[src/m2u_pkg.sv]
// Shared types, codes and the word builder for the MIDI byte to UMP word converter.
package m2u_pkg;

   // UMP message types (top nibble of the first word)
   localparam logic [3:0] MT_SYSTEM  = 4'h1;
   localparam logic [3:0] MT_CHANNEL = 4'h2;
   localparam logic [3:0] MT_SYSEX7  = 4'h3;

   // SysEx7 packet kinds
   localparam logic [3:0] SX_COMPLETE = 4'h0;
   localparam logic [3:0] SX_START    = 4'h1;
   localparam logic [3:0] SX_CONTINUE = 4'h2;
   localparam logic [3:0] SX_END      = 4'h3;

   // SysEx payload bytes held per packet
   localparam int unsigned SX_MAX    = 6;
   localparam int unsigned SX_FILL_W = $clog2(SX_MAX + 1);
   localparam int unsigned SX_IDX_W  = $clog2(SX_MAX);

   // MIDI status codes
   localparam logic [7:0] ST_SYSEX_BEGIN = 8'hF0;
   localparam logic [7:0] ST_MTC_QFRAME  = 8'hF1;
   localparam logic [7:0] ST_SONG_POS    = 8'hF2;
   localparam logic [7:0] ST_SONG_SEL    = 8'hF3;
   localparam logic [7:0] ST_TUNE_REQ    = 8'hF6;
   localparam logic [7:0] ST_SYSEX_EOX   = 8'hF7;
   localparam logic [7:0] ST_REALTIME    = 8'hF8;
   localparam logic [7:0] ST_SYSTEM      = 8'hF0;

   // Words one item may produce, and the queue between front and back
   localparam int unsigned MAX_WORDS = 3;
   localparam int unsigned NWORDS_W  = $clog2(MAX_WORDS + 1);
   localparam int unsigned Q_DEPTH   = 2;
   localparam int unsigned Q_PTR_W   = $clog2(Q_DEPTH);
   localparam int unsigned Q_CNT_W   = $clog2(Q_DEPTH + 1);

   // Words produced by one item, first word in slot 0
   typedef struct packed {
      logic [NWORDS_W-1:0]           count;
      logic [MAX_WORDS-1:0][31:0]    word;
   } job_type;

   // System or channel voice word
   function automatic logic [31:0] make_word(logic [3:0] mt, logic [3:0] grp,
                                             logic [7:0] status, logic [6:0] d0,
                                             logic [6:0] d1);
      return {mt, grp, status, 1'b0, d0, 1'b0, d1};
   endfunction

endpackage

[src/m2u_front.sv]
// Front part: classifies each MIDI byte, keeps message state and builds its UMP words.
module m2u_front (
   input  logic              clock,
   input  logic              reset,
   input  logic              req_valid,
   output logic              req_ready,
   input  logic [7:0]        req_midi_byte,
   input  logic              csr_wr_en,
   input  logic [3:0]        csr_wr_data,
   input  logic              q_full,
   output logic              q_push,
   output m2u_pkg::job_type  q_job
);

   logic [3:0]                     group_ff;
   logic [7:0]                     pend_status_ff, pend_status_in;
   logic [1:0]                     pend_rem_ff, pend_rem_in;
   logic [1:0]                     pend_cnt_ff, pend_cnt_in;
   logic [6:0]                     pend_data_ff [2];
   logic [7:0]                     run_status_ff, run_status_in;
   logic                           sx_open_ff, sx_open_in;
   logic                           sx_sent_ff, sx_sent_in;
   logic [m2u_pkg::SX_FILL_W-1:0]  sx_fill_ff, sx_fill_in;
   logic [6:0]                     sx_bytes_ff [m2u_pkg::SX_MAX];

   logic                           accept;
   logic [7:0]                     b;
   logic [6:0]                     sxb [m2u_pkg::SX_MAX];
   logic [3:0]                     fl_kind;
   logic [31:0]                    fl_w0, fl_w1;
   logic                           sx_we;
   logic [m2u_pkg::SX_IDX_W-1:0]   sx_widx;
   logic                           pd_we;
   logic                           pd_idx;
   logic [6:0]                     data0, data1;
   logic [7:0]                     st;
   logic [1:0]                     rem, cnt;
   logic [m2u_pkg::NWORDS_W-1:0]   nw;
   m2u_pkg::job_type               job;

   function automatic logic [1:0] chan_len(logic [7:0] s);
      return (s[7:4] == 4'hC || s[7:4] == 4'hD) ? 2'd1 : 2'd2;
   endfunction

   assign b         = req_midi_byte;
   assign req_ready = !q_full;
   assign accept    = req_valid && req_ready;

   // Mask buffered SysEx bytes at or beyond the fill level
   always_comb begin
      for (int i = 0; i < m2u_pkg::SX_MAX; i++) begin
         sxb[i] = (m2u_pkg::SX_FILL_W'(i) < sx_fill_ff) ? sx_bytes_ff[i] : 7'd0;
      end
   end

   // Build the two words of a SysEx flush; kind depends on what triggered it
   always_comb begin
      if (b[7]) begin
         fl_kind = sx_sent_ff ? m2u_pkg::SX_END : m2u_pkg::SX_COMPLETE;
      end else begin
         fl_kind = sx_sent_ff ? m2u_pkg::SX_CONTINUE : m2u_pkg::SX_START;
      end
      fl_w0 = {m2u_pkg::MT_SYSEX7, group_ff, fl_kind, 1'b0, sx_fill_ff,
               1'b0, sxb[0], 1'b0, sxb[1]};
      fl_w1 = {1'b0, sxb[2], 1'b0, sxb[3], 1'b0, sxb[4], 1'b0, sxb[5]};
   end

   // Classify the byte, update state and collect its words
   always_comb begin
      pend_status_in = pend_status_ff;
      pend_rem_in    = pend_rem_ff;
      pend_cnt_in    = pend_cnt_ff;
      run_status_in  = run_status_ff;
      sx_open_in     = sx_open_ff;
      sx_sent_in     = sx_sent_ff;
      sx_fill_in     = sx_fill_ff;
      sx_we          = 1'b0;
      sx_widx        = sx_fill_ff[m2u_pkg::SX_IDX_W-1:0];
      pd_we          = 1'b0;
      pd_idx         = pend_cnt_ff[0];
      data0          = pend_data_ff[0];
      data1          = pend_data_ff[1];
      st             = pend_status_ff;
      rem            = pend_rem_ff;
      cnt            = pend_cnt_ff;
      nw             = '0;
      job            = '0;

      if (b[7]) begin
         if (b >= m2u_pkg::ST_REALTIME) begin
            // real-time: one system word, nothing else moves
            job.word[0] = m2u_pkg::make_word(m2u_pkg::MT_SYSTEM, group_ff, b, 7'd0, 7'd0);
            nw          = m2u_pkg::NWORDS_W'(1);
         end else begin
            // any other status closes an open SysEx first
            if (sx_open_ff) begin
               job.word[0] = fl_w0;
               job.word[1] = fl_w1;
               nw          = m2u_pkg::NWORDS_W'(2);
               sx_open_in  = 1'b0;
               sx_sent_in  = 1'b0;
               sx_fill_in  = '0;
            end
            if (b < m2u_pkg::ST_SYSTEM) begin
               // channel status: start a message and set running status
               pend_status_in = b;
               pend_rem_in    = chan_len(b);
               pend_cnt_in    = 2'd0;
               run_status_in  = b;
            end else begin
               run_status_in  = 8'd0;
               pend_status_in = 8'd0;
               pend_rem_in    = 2'd0;
               pend_cnt_in    = 2'd0;
               if (b == m2u_pkg::ST_SYSEX_BEGIN) begin
                  sx_open_in = 1'b1;
                  sx_sent_in = 1'b0;
                  sx_fill_in = '0;
               end else if (b == m2u_pkg::ST_TUNE_REQ) begin
                  if (sx_open_ff) begin
                     job.word[2] = m2u_pkg::make_word(m2u_pkg::MT_SYSTEM, group_ff, b,
                                                      7'd0, 7'd0);
                  end else begin
                     job.word[0] = m2u_pkg::make_word(m2u_pkg::MT_SYSTEM, group_ff, b,
                                                      7'd0, 7'd0);
                  end
                  nw = nw + m2u_pkg::NWORDS_W'(1);
               end else if (b inside {m2u_pkg::ST_MTC_QFRAME, m2u_pkg::ST_SONG_SEL}) begin
                  pend_status_in = b;
                  pend_rem_in    = 2'd1;
               end else if (b == m2u_pkg::ST_SONG_POS) begin
                  pend_status_in = b;
                  pend_rem_in    = 2'd2;
               end
            end
         end
      end else if (sx_open_ff) begin
         // SysEx payload: flush a full buffer, then store the byte
         sx_we = 1'b1;
         if (sx_fill_ff == m2u_pkg::SX_FILL_W'(m2u_pkg::SX_MAX)) begin
            job.word[0] = fl_w0;
            job.word[1] = fl_w1;
            nw          = m2u_pkg::NWORDS_W'(2);
            sx_sent_in  = 1'b1;
            sx_widx     = '0;
            sx_fill_in  = m2u_pkg::SX_FILL_W'(1);
         end else begin
            sx_fill_in  = sx_fill_ff + m2u_pkg::SX_FILL_W'(1);
         end
      end else if (pend_rem_ff != 2'd0 || run_status_ff != 8'd0) begin
         // data byte of a message; reopen from running status if idle
         if (pend_rem_ff == 2'd0) begin
            st  = run_status_ff;
            rem = chan_len(run_status_ff);
            cnt = 2'd0;
         end
         pd_we  = 1'b1;
         pd_idx = cnt[0];
         if (cnt[0]) begin
            data1 = b[6:0];
         end else begin
            data0 = b[6:0];
         end
         if (cnt != 2'd2) begin
            cnt = cnt + 2'd1;
         end
         rem = rem - 2'd1;
         if (rem == 2'd0) begin
            job.word[0] = m2u_pkg::make_word(
               (st < m2u_pkg::ST_SYSTEM) ? m2u_pkg::MT_CHANNEL : m2u_pkg::MT_SYSTEM,
               group_ff, st,
               (cnt != 2'd0) ? data0 : 7'd0,
               (cnt == 2'd2) ? data1 : 7'd0);
            nw  = m2u_pkg::NWORDS_W'(1);
            cnt = 2'd0;
            st  = 8'd0;
         end
         pend_status_in = st;
         pend_rem_in    = rem;
         pend_cnt_in    = cnt;
      end

      job.count = nw;
   end

   assign q_push = accept && (nw != '0);
   assign q_job  = job;

   // Hold control state; the group follows CSR writes, the rest advances only on an accepted item
   always_ff @(posedge clock) begin
      if (reset) begin
         group_ff       <= 4'd0;
         pend_status_ff <= 8'd0;
         pend_rem_ff    <= 2'd0;
         pend_cnt_ff    <= 2'd0;
         run_status_ff  <= 8'd0;
         sx_open_ff     <= 1'b0;
         sx_sent_ff     <= 1'b0;
         sx_fill_ff     <= '0;
      end else begin
         if (csr_wr_en) begin
            group_ff <= csr_wr_data;
         end
         if (accept) begin
            pend_status_ff <= pend_status_in;
            pend_rem_ff    <= pend_rem_in;
            pend_cnt_ff    <= pend_cnt_in;
            run_status_ff  <= run_status_in;
            sx_open_ff     <= sx_open_in;
            sx_sent_ff     <= sx_sent_in;
            sx_fill_ff     <= sx_fill_in;
         end
      end
   end

   // Payload stores: message data bytes and the SysEx buffer
   always_ff @(posedge clock) begin
      if (accept && pd_we) begin
         pend_data_ff[pd_idx] <= b[6:0];
      end
      if (accept && sx_we) begin
         sx_bytes_ff[sx_widx] <= b[6:0];
      end
   end

   a_fill_range: assert property (@(posedge clock) disable iff (reset)
      sx_fill_ff <= m2u_pkg::SX_FILL_W'(m2u_pkg::SX_MAX))
      else $error("SysEx fill beyond buffer size");

   a_fill_closed: assert property (@(posedge clock) disable iff (reset)
      !sx_open_ff |-> sx_fill_ff == '0)
      else $error("SysEx bytes buffered with no SysEx open");

   a_idle_count: assert property (@(posedge clock) disable iff (reset)
      pend_rem_ff == 2'd0 |-> pend_cnt_ff == 2'd0)
      else $error("data count left over with no message pending");

endmodule

[src/m2u_queue.sv]
// Short queue of built word groups between front and back parts.
module m2u_queue (
   input  logic              clock,
   input  logic              reset,
   input  logic              push,
   input  m2u_pkg::job_type  push_job,
   output logic              full,
   input  logic              pop,
   output m2u_pkg::job_type  head_job,
   output logic              empty
);

   m2u_pkg::job_type                slot_ff [m2u_pkg::Q_DEPTH];
   logic [m2u_pkg::Q_PTR_W-1:0]     wr_ptr_ff, rd_ptr_ff;
   logic [m2u_pkg::Q_CNT_W-1:0]     cnt_ff;
   logic                            do_push, do_pop;

   assign full     = cnt_ff == m2u_pkg::Q_CNT_W'(m2u_pkg::Q_DEPTH);
   assign empty    = cnt_ff == '0;
   assign do_push  = push && !full;
   assign do_pop   = pop && !empty;
   assign head_job = slot_ff[rd_ptr_ff];

   // Advance pointers and occupancy
   always_ff @(posedge clock) begin
      if (reset) begin
         wr_ptr_ff <= '0;
         rd_ptr_ff <= '0;
         cnt_ff    <= '0;
      end else begin
         if (do_push) begin
            wr_ptr_ff <= (wr_ptr_ff == m2u_pkg::Q_PTR_W'(m2u_pkg::Q_DEPTH - 1)) ?
                         '0 : wr_ptr_ff + m2u_pkg::Q_PTR_W'(1);
         end
         if (do_pop) begin
            rd_ptr_ff <= (rd_ptr_ff == m2u_pkg::Q_PTR_W'(m2u_pkg::Q_DEPTH - 1)) ?
                         '0 : rd_ptr_ff + m2u_pkg::Q_PTR_W'(1);
         end
         if (do_push && !do_pop) begin
            cnt_ff <= cnt_ff + m2u_pkg::Q_CNT_W'(1);
         end else if (do_pop && !do_push) begin
            cnt_ff <= cnt_ff - m2u_pkg::Q_CNT_W'(1);
         end
      end
   end

   // Store the item
   always_ff @(posedge clock) begin
      if (do_push) begin
         slot_ff[wr_ptr_ff] <= push_job;
      end
   end

   a_no_overflow: assert property (@(posedge clock) disable iff (reset)
      push |-> !full)
      else $error("push into a full queue");

endmodule

[src/m2u_back.sv]
// Back part: holds one word group and hands its words out one per handshake.
module m2u_back (
   input  logic              clock,
   input  logic              reset,
   input  logic              q_empty,
   input  m2u_pkg::job_type  q_job,
   output logic              q_pop,
   output logic              rsp_valid,
   input  logic              rsp_ready,
   output logic [31:0]       rsp_ump_word,
   output logic              rsp_last_word
);

   m2u_pkg::job_type                cur_ff;
   logic [m2u_pkg::NWORDS_W-1:0]    idx_ff;
   logic                            busy_ff;
   logic                            last;
   logic                            load;

   assign last      = idx_ff == cur_ff.count - m2u_pkg::NWORDS_W'(1);
   assign load      = !q_empty && (!busy_ff || (rsp_ready && last));
   assign q_pop     = load;
   assign rsp_valid = busy_ff;
   assign rsp_last_word = last;

   // Select the current word
   always_comb begin
      case (idx_ff)
         m2u_pkg::NWORDS_W'(0): rsp_ump_word = cur_ff.word[0];
         m2u_pkg::NWORDS_W'(1): rsp_ump_word = cur_ff.word[1];
         m2u_pkg::NWORDS_W'(2): rsp_ump_word = cur_ff.word[2];
         default:               rsp_ump_word = cur_ff.word[0];
      endcase
   end

   // Advance through the group; load the next one when idle or as the last word leaves
   always_ff @(posedge clock) begin
      if (reset) begin
         busy_ff <= 1'b0;
         idx_ff  <= '0;
      end else if (load) begin
         busy_ff <= 1'b1;
         idx_ff  <= '0;
      end else if (busy_ff && rsp_ready) begin
         if (last) begin
            busy_ff <= 1'b0;
         end else begin
            idx_ff <= idx_ff + m2u_pkg::NWORDS_W'(1);
         end
      end
   end

   always_ff @(posedge clock) begin
      if (load) begin
         cur_ff <= q_job;
      end
   end

   a_idx_range: assert property (@(posedge clock) disable iff (reset)
      busy_ff |-> (idx_ff < cur_ff.count && cur_ff.count != '0))
      else $error("word index outside the held group");

endmodule

[src/midi_bytes_to_ump_words.sv]
// Top level: MIDI 1.0 byte stream to Universal MIDI Packet word converter.
//
//   channel   ports                          direction   moves
//   req       req_valid/ready, req_midi_byte in          one MIDI byte per item
//   rsp       rsp_valid/ready, rsp_ump_word, out         one UMP word per item
//             rsp_last_word
//   csr       csr_wr_en, csr_wr_data         in          UMP group, no wait
//
// A byte is taken when req_valid and req_ready are both high; classification, state
// update and word building are done in that cycle and queued. Words leave at one per
// cycle while rsp_ready is high; the two-entry queue plus the output register decide
// how far the input runs ahead of a stalled output.
// Reset is synchronous and clears all control state; no clearing pass is needed.
// The input stalls only when the queue is full.
module midi_bytes_to_ump_words (
   input  logic        clock,
   input  logic        reset,
   input  logic        req_valid,
   output logic        req_ready,
   input  logic [7:0]  req_midi_byte,
   output logic        rsp_valid,
   input  logic        rsp_ready,
   output logic [31:0] rsp_ump_word,
   output logic        rsp_last_word,
   input  logic        csr_wr_en,
   input  logic [3:0]  csr_wr_data
);

   logic              q_push, q_full, q_pop, q_empty;
   m2u_pkg::job_type  push_job, head_job;

   m2u_front u_front (
      .clock         (clock),
      .reset         (reset),
      .req_valid     (req_valid),
      .req_ready     (req_ready),
      .req_midi_byte (req_midi_byte),
      .csr_wr_en     (csr_wr_en),
      .csr_wr_data   (csr_wr_data),
      .q_full        (q_full),
      .q_push        (q_push),
      .q_job         (push_job)
   );

   m2u_queue u_queue (
      .clock    (clock),
      .reset    (reset),
      .push     (q_push),
      .push_job (push_job),
      .full     (q_full),
      .pop      (q_pop),
      .head_job (head_job),
      .empty    (q_empty)
   );

   m2u_back u_back (
      .clock         (clock),
      .reset         (reset),
      .q_empty       (q_empty),
      .q_job         (head_job),
      .q_pop         (q_pop),
      .rsp_valid     (rsp_valid),
      .rsp_ready     (rsp_ready),
      .rsp_ump_word  (rsp_ump_word),
      .rsp_last_word (rsp_last_word)
   );

endmodule

[config.mk]
export PLATFORM = sky130hd
export DESIGN_NAME = midi_bytes_to_ump_words
export DESIGN_NICKNAME = d
export VERILOG_FILES = /design/src/m2u_pkg.sv /design/src/m2u_front.sv /design/src/m2u_queue.sv /design/src/m2u_back.sv /design/src/midi_bytes_to_ump_words.sv
export SDC_FILE = /design/constraint.sdc
export NUM_CORES = 1
export LEC_CHECK = 0
export ABC_AREA = 0
export BUFFER_PORTS_ARGS = -buffer_cell sky130_fd_sc_hd__buf_2
export CAP_MARGIN = 20
export CORE_AREA = 2 2 139 141
export CTS_CLUSTER_SIZE = 8
export DETAILED_ROUTE_END_ITERATION = 7
export DIE_AREA = 0 0 141 143
export MAX_ROUTING_LAYER = met4
export PLACE_DENSITY = 0.91
export REMOVE_ABC_BUFFERS = 1
export SYNTH_ARGS = -nofsm -noshare
export SYNTH_HDL_FRONTEND = slang
export SYNTH_SLANG_ARGS = --single-unit
[constraint.sdc]
create_clock -name clock -period 25.4 [get_ports clock]
set_clock_uncertainty 0.05 [all_clocks]
set_input_delay 5.08 -clock clock [delete_from_list [all_inputs] [get_ports clock]]
set_output_delay 5.08 -clock clock [all_outputs]
set_load 0.01 [all_outputs]
Word-level counts from Yosys, hierarchy flattened:

Memories as Yosys holds them, arrays and structs flattened. A register that Yosys moved wholly into a read port is not among the register bits.
Index checks and enable logic that the tools add are counted.

* $add $sub $neg: 10
* order comparisons: 9
* equal/unequal tests: 18
* muxes and demuxes: 128
* bitwise operators: 2
* reductions and logical operators: 41

Operator list (number)
* $mux W32: 12
* $mux W64: 2
* $mux W63: 2
* $mux W8: 15
* $mux W2: 44
* $mux W7: 10
* $pmux W32 S2: 1
* $eq A8 B8 Y1 const B: 5
* $mux W31: 1
* $mux W3: 10
* $mux W1: 29
* $mux W29: 1
* $reduce_bool A2 Y1: 10
* $eq A4 B4 Y1 const B: 4
* $lt A8 B8 Y1 const B: 2
* $logic_and A1 B1 Y1: 11
* $add A2 B1 Y2 const B: 4
* $ge A8 B8 Y1 const B: 1
* $reduce_and A4 Y1: 2
* $reduce_bool A8 Y1: 1
* $eq A2 B2 Y1 const B: 3
* $logic_not A2 Y1: 3
* $lt A1 B3 Y1 const A: 2
* $lt A2 B3 Y1 const A: 2
* other kinds (15): 31

* bits in registers: 36
* RAM bits: 252
* word-level logic and storage cells: 224
* memories: 3

Memory list
* u_queue.slot_ff: words 2, bits a word 98, read ports 1, clocked after Yosys merged registers in 1, write ports 1, line m2u_queue.sv:13 `m2u_pkg::job_type slot_ff [m2u_pkg::Q_DEPTH];`
* u_front.sx_bytes_ff: words 6, bits a word 7, read ports 6, clocked after Yosys merged registers in 0, write ports 1, line m2u_front.sv:24 `logic [6:0] sx_bytes_ff [m2u_pkg::SX_MAX];`
* u_front.pend_data_ff: words 2, bits a word 7, read ports 2, clocked after Yosys merged registers in 0, write ports 1, line m2u_front.sv:19 `logic [6:0] pend_data_ff [2];`

Logic depth before layout (Yosys ltp):

Gate-level depths: netlist of the first run.

* depth after elaboration: 20
* depth in mapped cells: 9

Hierarchy:

A second synthesis of the first run with hierarchy kept.

* cell total of the unflattened synthesis: 1019
* area total of the unflattened synthesis: 15732.6 um2

Modules (own cells, without submodules)
* m2u_queue: times used 1, cells an instance 330, area each 7362.1 um2
* m2u_front: times used 1, cells an instance 456, area each 4635.7 um2
* m2u_back: times used 1, cells an instance 233, area each 3734.8 um2

Worst setup path before layout of the first run:

OpenSTA, ideal clock, no wires.

* path kind: input -> register
* from: in req_midi_byte[2]
* to: mem u_queue.slot_ff[0][0] (netlist name), enable pin
* library setup time: 0.598 ns
* arrival: 11.046 ns
* setup slack: 13.706 ns
* stages on the path: 6
* path buffers: 1
* cells stage by stage: buf_2 -> nand3b_1 -> a21o_1 -> nand3_1 -> and2_1 -> nor3b_1

* word-level cells in the longest chain between the ends: 11
* elaborated cells between the ends (all ways): 14
* classes of those cells: order compare (2); eq/ne (2); mux (7); reduce/logical (3)

Ends and longest elaborated chain
* start, declared: line midi_bytes_to_ump_words.sv:20 `input logic [7:0] req_midi_byte,`
* parallel branches: the longest is 4 deep, another holds $lt A8 B8 Y1
* $mux W2 (*): line m2u_front.sv:90 `if (b >= m2u_pkg::ST_REALTIME) begin`
* $mux W2 (*): line m2u_front.sv:89 `if (b[7]) begin`
* $reduce_bool A2 Y1 (*): line m2u_front.sv:186 `assign q_push = accept && (nw != '0);`
* $logic_and A1 B1 Y1 (*): line m2u_front.sv:186
* $logic_and A1 B1 Y1 (*): line m2u_queue.sv:20 `assign do_push = push && !full;`
* $mux W1 (*): line m2u_queue.sv:49 `if (do_push) begin`
* $mux W1 (not written as such) (*): line m2u_queue.sv:50 `slot_ff[wr_ptr_ff] <= push_job;`
* end, declared: line m2u_queue.sv:13

Every way passes the cells marked *.

Worst setup path in the final report of the first run:

* from: in req_midi_byte[7]
* to: mem u_queue.slot_ff[0][44] (netlist name), enable pin

* word-level cells in the longest chain between the ends: 11
* elaborated cells between the ends (all ways): 14
* classes of those cells: order compare (2); eq/ne (2); mux (7); reduce/logical (3)

Ends and longest elaborated chain (line)
* parallel branches: the longest is 5 deep, another holds $lt A8 B8 Y1
* $mux W2 (*): m2u_front.sv:89
* $reduce_bool A2 Y1 (*): m2u_front.sv:186
* $logic_and A1 B1 Y1 (*): m2u_front.sv:186
* $logic_and A1 B1 Y1 (*): m2u_queue.sv:20
* $mux W1 (*): m2u_queue.sv:49
* $mux W1 (not written as such) (*): m2u_queue.sv:50

Marked as above.

==> results_dict.tcl, run 1 <==
set metrics [dict create \
    synthArstFlopShare_pct 0 \
    cp.required_ns 25.49 \
    pin_count 52 \
    hpwl_mm 15.5 \
    syn_area_um2 12200 \
    fill_cells 1029 \
    synth_enable_flop_cells 266 \
    postSynthAreaPerCell_um2 14.8 \
    slew_headroom_pct 26.8 \
    slowest_delay_ns 0.76 \
    yosysWarnings 0 \
    grt_max_degree 73 \
    fp.dieArea_um2 20200 \
    rsz0062_at_grt "false" \
    holdCritPathClass "reg -> reg" \
    antenna_left 0 \
    numCtsBuffers 43 \
    syn_to_final_growth_pct 13.8 \
    drt_iter0_markers 906 \
    path_max_fanout 46 \
    stdcell_area_um2 13800 \
    htreeDepth 2 \
    antenna_cells 0 \
    cts_root_buf "clkbuf_16" \
    cts_buffer_depth 3 \
    path_class "in -> reg" \
    timing.setup.tns_ns 0 \
    grt_pass1_vias 7432 \
    grt.total_usage_pct 28.0 \
    cts_resized 0 \
    core-area_um2 18600 \
    hold_viol 0 \
    drc_errors 0 \
    drv_slew 0 \
    setup_viol 0 \
    syn_inst 819 \
    fin_crit_sh_pct 31.9 \
    ys_seq_area_share_pct 71.6 \
    post_dp_cell_area_um2 12600 \
    cp.arrival_ns 8.19 \
    fmax_mhz 123 \
    nets 903 \
    wirelength_mm 26.9 \
    cts.sinks 302 \
    cts_tree "done" \
    top_layer_used "met4" \
    ys_types 63 \
    synth_ff_type "edfxtp_1" \
    ys_ff_latch 302 \
    max_cap_viol_count 0 \
    power_leakage_nw 4.84 \
    fp-row-count 50 \
    path_cells "buf_2 > nand4_2 > a21o_1 > nand3_1 > and2_1 > nor3b_2 > buf_4" \
    ctsHoldBuffers 0 \
    num_vias 7349 \
    period_needed_ns 8.11 \
    routedWlPerCell_um 23.6 \
    cts_setup_buffers 0 \
    tightest_slew_ns 1.09 \
    peakVddDrop_v 0.0000527 \
    status "completed" \
    initial_core_util_pct 65.4 \
    power_density_nw_per_um2 102 \
    setup.worst_path.end_class "flip-flop" \
    startpoint_type "primary input" \
    gp_congestion 0.887 \
    wl_met2_mm 13.5 \
    first_pass_iters 7 \
    antenna_found_initial 0 \
    overflow 0 \
    wl_met3_mm 2.48 \
    cpMaxStageDelayCell "nor3b_2" \
    critical_path.top_delay_family "simple AND/OR/NAND/NOR gates" \
    drive_above_1_share_pct 21.9 \
    path_buf_inv 2 \
    wl_met1_mm 10.2 \
    die_h_um 143 \
    grt_pass1_wl_mm 41.3 \
    cts.reportedPaths.clkPinSlew_ns 0.05 \
    insertion_delay_ns 0.53 \
    viasPerCell 6.44 \
    port_buffers 48 \
    die_w_um 141 \
]
## area by class of cell
class | count | area, um^2 | share of cell area (%)
multi-input combinational | 463 | 3220 | 23.3
clock inverter | 2 | 25.0 | 0.181
inverter | 13 | 48.8 | 0.353
timing repair buffer | 58 | 323 | 2.33
tap | 234 | 293 | 2.12
sequential | 302 | 8710 | 63.0
clock buffer | 70 | 1210 | 8.74
## worst register-to-register path: stages (launching register included)
cell and delay [ns]:
dfxtp_1 0.58, nor2b_4 0.29, a21oi_1 0.15, o221ai_2 0.37, and2_1 0.19, nor3b_2 0.76
buf_4 0.65
## layer usage
layer  GRT usage, %  vias to the layer above
li1               -                     3231
met1           35.4                     3591
met2           45.7                      451
met3           6.04                       76
met4           9.32                        0
met5              -                        -
## metrics by stage
step	worst slack [ns]	std cells	hold WS [ns]	total power [W]	util (%)
floorplan	13.79	778	0.372	0.000808	-
global placement	17.03	1068	0.388	0.000875	67.7
detailed placement	16.90	1069	0.392	0.000890	67.7
CTS	17.40	1141	0.398	0.00141	74.3
global route	17.07	1142	0.418	0.00145	74.4
finish	17.29	1142	0.397	0.00141	74.4
## kinds of logic after synthesis
kind of cell	after synthesis	share of synthesized area (%)
multiplexers	92	8.31
adder cells (fa/ha/maj)	5	0.515
AO/OA/AOI/OAI	145	8.21
buffers and inverters	60	2.20
XOR/XNOR	4	0.288
flip-flops	302	71.6
other	1	0.0308
AND/OR/NAND/NOR	210	8.81
## cells in the mapped netlist, drive strengths merged, types with 2 or more instances
cell type | number | area [um^2]
edfxtp | 266 | 7990
and4 | 2 | 17.5
a21o | 3 | 22.5
a22o | 14 | 123
a211oi | 7 | 77.6
a311oi | 2 | 35.0
nor3 | 10 | 60.1
nand3 | 13 | 65.1
nor2b | 7 | 51.3
and2 | 38 | 238
o21a | 2 | 15.0
o221ai | 5 | 50.0
a21oi | 29 | 149
o21ai | 49 | 253
xor2 | 2 | 17.5
o22a | 2 | 17.5
inv | 13 | 48.8
buf | 18 | 109
a22oi | 17 | 128
nor2 | 53 | 201
dfxtp | 36 | 721
xnor2 | 2 | 17.5
ha | 5 | 62.6
nand2 | 54 | 203
mux2 | 71 | 800
mux2i | 21 | 210
nand4 | 5 | 37.5
nand2b | 3 | 18.8
nor3b | 3 | 22.5
o211ai | 5 | 42.5
clkbuf | 29 | 110
nor4 | 11 | 81.3
and3 | 6 | 37.5
a2bb2oi | 4 | 35.0
## sequential cells by signal (all words and copies together) (netlist names), 2 cells and up
register,flops
u_queue.slot_ff,140
u_back.cur_ff,70
u_front.sx_bytes_ff,42
u_front.pend_data_ff,14
u_front.pend_status_ff,8
u_front.run_status_ff,8
u_front.group_ff,4
u_front.sx_fill_ff,3
u_back.idx_ff,2
u_front.pend_cnt_ff,2
u_front.pend_rem_ff,2
u_queue.cnt_ff,2
## report_power, final
part,internal [W],switching [W],total [W],leakage [nW]
logic,0.0000880,0.000141,0.000230,1.52
registers,0.000630,0.0000286,0.000659,2.73
clock network,0.000321,0.000196,0.000517,0.590
total,0.00104,0.000366,0.00141,4.84
## worst paths after layout
check,slack [ns],start,cells past startpoint,endpoint
min reg2reg,0.40,u_front.pend_cnt_ff[1]$_SDFFE_PP0P_,2,u_front.pend_cnt_ff[1]$_SDFFE_PP0P_
max reg2reg,21.94,u_front.pend_rem_ff[0]$_SDFFE_PP0P_,6,u_queue.slot_ff[0][44]$_DFFE_PP_
max,17.29,req_midi_byte[7],7,u_queue.slot_ff[0][44]$_DFFE_PP_
min,0.40,u_front.pend_cnt_ff[1]$_SDFFE_PP0P_,2,u_front.pend_cnt_ff[1]$_SDFFE_PP0P_
## cells in the final DEF, fill, tap and decap left out, types with 3 or more instances in the layout
cell | synthesis | routed
edfxtp_1 | 266 | 266
mux2_2 | 71 | 71
nand2_1 | 54 | 54
nor2_1 | 52 | 52
buf_2 | 9 | 48
clkbuf_16 | 0 | 44
and2_1 | 38 | 38
o21ai_0 | 39 | 38
dfxtp_1 | 36 | 35
a21oi_1 | 28 | 28
clkbuf_1 | 28 | 25
mux2i_1 | 21 | 21
a22oi_1 | 17 | 17
a22o_1 | 14 | 14
nand3_1 | 13 | 13
inv_1 | 12 | 12
nor4_1 | 9 | 9
buf_4 | 5 | 9
nor3_1 | 8 | 8
o21ai_1 | 8 | 8
conb_1 | 1 | 7
nor2b_1 | 6 | 6
and3_1 | 6 | 6
a211oi_2 | 5 | 5
ha_1 | 5 | 5
nand4_1 | 4 | 4
o211ai_1 | 4 | 4
o221ai_1 | 4 | 4
a2bb2oi_1 | 4 | 4
nand2b_1 | 3 | 3
o21ai_2 | 2 | 3
a21o_1 | 3 | 3
Power figures use the tool's default switching activity.
==> run 2: changes to the inputs <==
--- a/config.mk
+++ b/config.mk
@@ -8,12 +8,12 @@
 export ABC_AREA = 0
 export BUFFER_PORTS_ARGS = -buffer_cell sky130_fd_sc_hd__buf_2
 export CAP_MARGIN = 20
-export CORE_AREA = 2 2 139 141
+export CORE_AREA = 2 2 152 154
 export CTS_CLUSTER_SIZE = 8
 export DETAILED_ROUTE_END_ITERATION = 7
-export DIE_AREA = 0 0 141 143
+export DIE_AREA = 0 0 154 156
 export MAX_ROUTING_LAYER = met4
-export PLACE_DENSITY = 0.91
+export PLACE_DENSITY = 0.82
 export REMOVE_ABC_BUFFERS = 1
 export SYNTH_ARGS = -nofsm -noshare
 export SYNTH_HDL_FRONTEND = slang
==> constraint.sdc (replaced) <==
create_clock -name clock -period 7 [get_ports clock]
set_clock_uncertainty 0.05 [all_clocks]
set_input_delay 1.4 -clock clock [delete_from_list [all_inputs] [get_ports clock]]
set_output_delay 1.4 -clock clock [all_outputs]
set_load 0.01 [all_outputs]
==> run 2 against run 1 <==
Register-to-register slack worse by 18 ns. Via count down 5.9%. Cell count up 4.2%. Critical path depth down 1. Combinational power rose to 3.4 times the previous value. Setup slack worse by 15 ns. Power rose to 3.6 times the previous value.
==> results_dict.tcl, run 2 (synthesized netlist as in run 1, its figures left out) <==
set metrics [dict create \
    grt.total_usage_pct 21.0 \
    startpoint_type "primary input" \
    die_h_um 156 \
    layout_common_cells "266 x edfxtp_1, 71 x mux2_2, 54 x nand2_1" \
    viasPerCell 5.81 \
    overflow 0 \
    die_w_um 154 \
    grt_pass1_wl_mm 37.6 \
    core-area_um2 22400 \
    rsz0062_at_grt "false" \
    fill_cells 1557 \
    finalPower_w 0.00503 \
    num_vias 6912 \
    cts_setup_buffers 0 \
    cts.sinks 302 \
    crit_start "req_midi_byte[7]" \
    fmax_mhz 235 \
    peakVddDrop_v 0.000183 \
    pin_count 52 \
    hpwl_mm 14.8 \
    status "completed" \
    cts_tree "done" \
    hold_viol 0 \
    mostFrequentLayoutCell "edfxtp_1" \
    cts.reportedPaths.clkPinSlew_ns 0.05 \
    r2r_start "u_front.pend_rem_ff[0]$_SDFFE_PP0P_" \
    wirelength_mm 24.2 \
    cts_buffer_depth 3 \
    nets 902 \
    grt_pass1_vias 6821 \
    tightest_slew_ns 1.07 \
    cts_resized 0 \
    period_needed_ns 4.25 \
    antenna_left 0 \
    drt_iter0_markers 688 \
    setup_viol 0 \
    top_regs "u_queue.slot_ff x140, u_back.cur_ff x70, u_front.sx_bytes_ff x42" \
    port_buffers 48 \
    cts_root_buf "clkbuf_16" \
    path_max_fanout 39 \
    stdcell_area_um2 13900 \
    ctsHoldBuffers 0 \
    drc_errors 0 \
    insertion_delay_ns 0.53 \
    antenna_cells 0 \
    post_dp_cell_area_um2 12600 \
    fp.dieArea_um2 24000 \
    routedWlPerCell_um 20.3 \
    largest_reg_flops 140 \
    htreeDepth 2 \
    cp.required_ns 7.12 \
    numCtsBuffers 43 \
    drive_above_1_share_pct 21.8 \
    timing.setup.tns_ns 0 \
    grt_max_degree 75 \
    pre_cts_slack_ns 2.26 \
    setup.worst_path.end_class "flip-flop" \
    cp.arrival_ns 4.37 \
    power_leakage_nw 4.83 \
    initial_core_util_pct 54.4 \
    min_from "u_front.pend_cnt_ff[1]$_SDFFE_PP0P_" \
    antenna_found_initial 0 \
    fp-row-count 55 \
    slew_headroom_pct 28.7 \
    syn_to_final_growth_pct 14.2 \
    regMostFlops "u_queue.slot_ff" \
    first_pass_iters 5 \
    drv_slew 0 \
    max_cap_viol_count 0 \
    fin_crit_sh_pct 60.7 \
    holdCritPathClass "reg -> reg" \
    gp_congestion 0.898 \
    path_class "in -> reg" \
    fin_ws_ns 2.75 \
    power_density_nw_per_um2 363 \
]
[run 2: changes by cell type in the layout (fill, tap and decap cells not counted)]
cell      change
buf_12        +1
buf_4         -2
clkbuf_1      -1
clkbuf_8      -1
[run 2: area by class of cell]
type	instances	area, um^2	area share (%)
Clock inverter	2	25.0	0.180
Clock buffer	68	1190	8.58
Sequential cell	302	8710	62.8
Tap cell	285	357	2.57
Multi-Input combinational cell	463	3220	23.2
Inverter	13	48.8	0.352
Timing Repair Buffer	57	328	2.36
[run 2: critical path: stages]
cell and delay, ns:
buf_2 0.45, nand4_2 0.47, a21o_1 0.33, nand3_1 0.21
and4_2 0.94, buf_4 0.53
[run 2: routing by layer]
layer | GRT usage [%] | vias to the layer above | share of wire (%)
met4 | 7.57 | 0 | 2.0
met5 | - | - | 0
met3 | 4.17 | 42 | 6.1
li1 | - | 3219 | -
met1 | 27.2 | 3399 | 43
met2 | 33.4 | 252 | 49
[run 2: power breakdown]
group / switching [W] / internal, W / leakage, nW
registers: 0.0000929 / 0.00229 / 2.73
logic: 0.000473 / 0.000319 / 1.51
clock network: 0.000710 / 0.00115 / 0.582
total: 0.00128 / 0.00376 / 4.83
[run 2: stage by stage]
stage,util [%],std cells,hold slack [ns]
2_1_floorplan,-,778,0.372
3_3_place_gp,56.5,1118,0.389
3_5_place_dp,56.6,1119,0.401
4_1_cts,62.0,1189,0.409
5_1_grt,62.1,1190,0.445
6_report,62.1,1190,0.407
[run 2: final timing paths]
kind,endpoint,slack (ns),depth (start not counted)
worst min-delay path,u_front.pend_cnt_ff[1]$_SDFFE_PP0P_,0.41,2
worst max register to register,u_queue.slot_ff[1][9]$_DFFE_PP_,3.70,5
worst min register to register,u_front.pend_cnt_ff[1]$_SDFFE_PP0P_,0.41,2
worst max-delay path,u_queue.slot_ff[1][9]$_DFFE_PP_,2.75,6
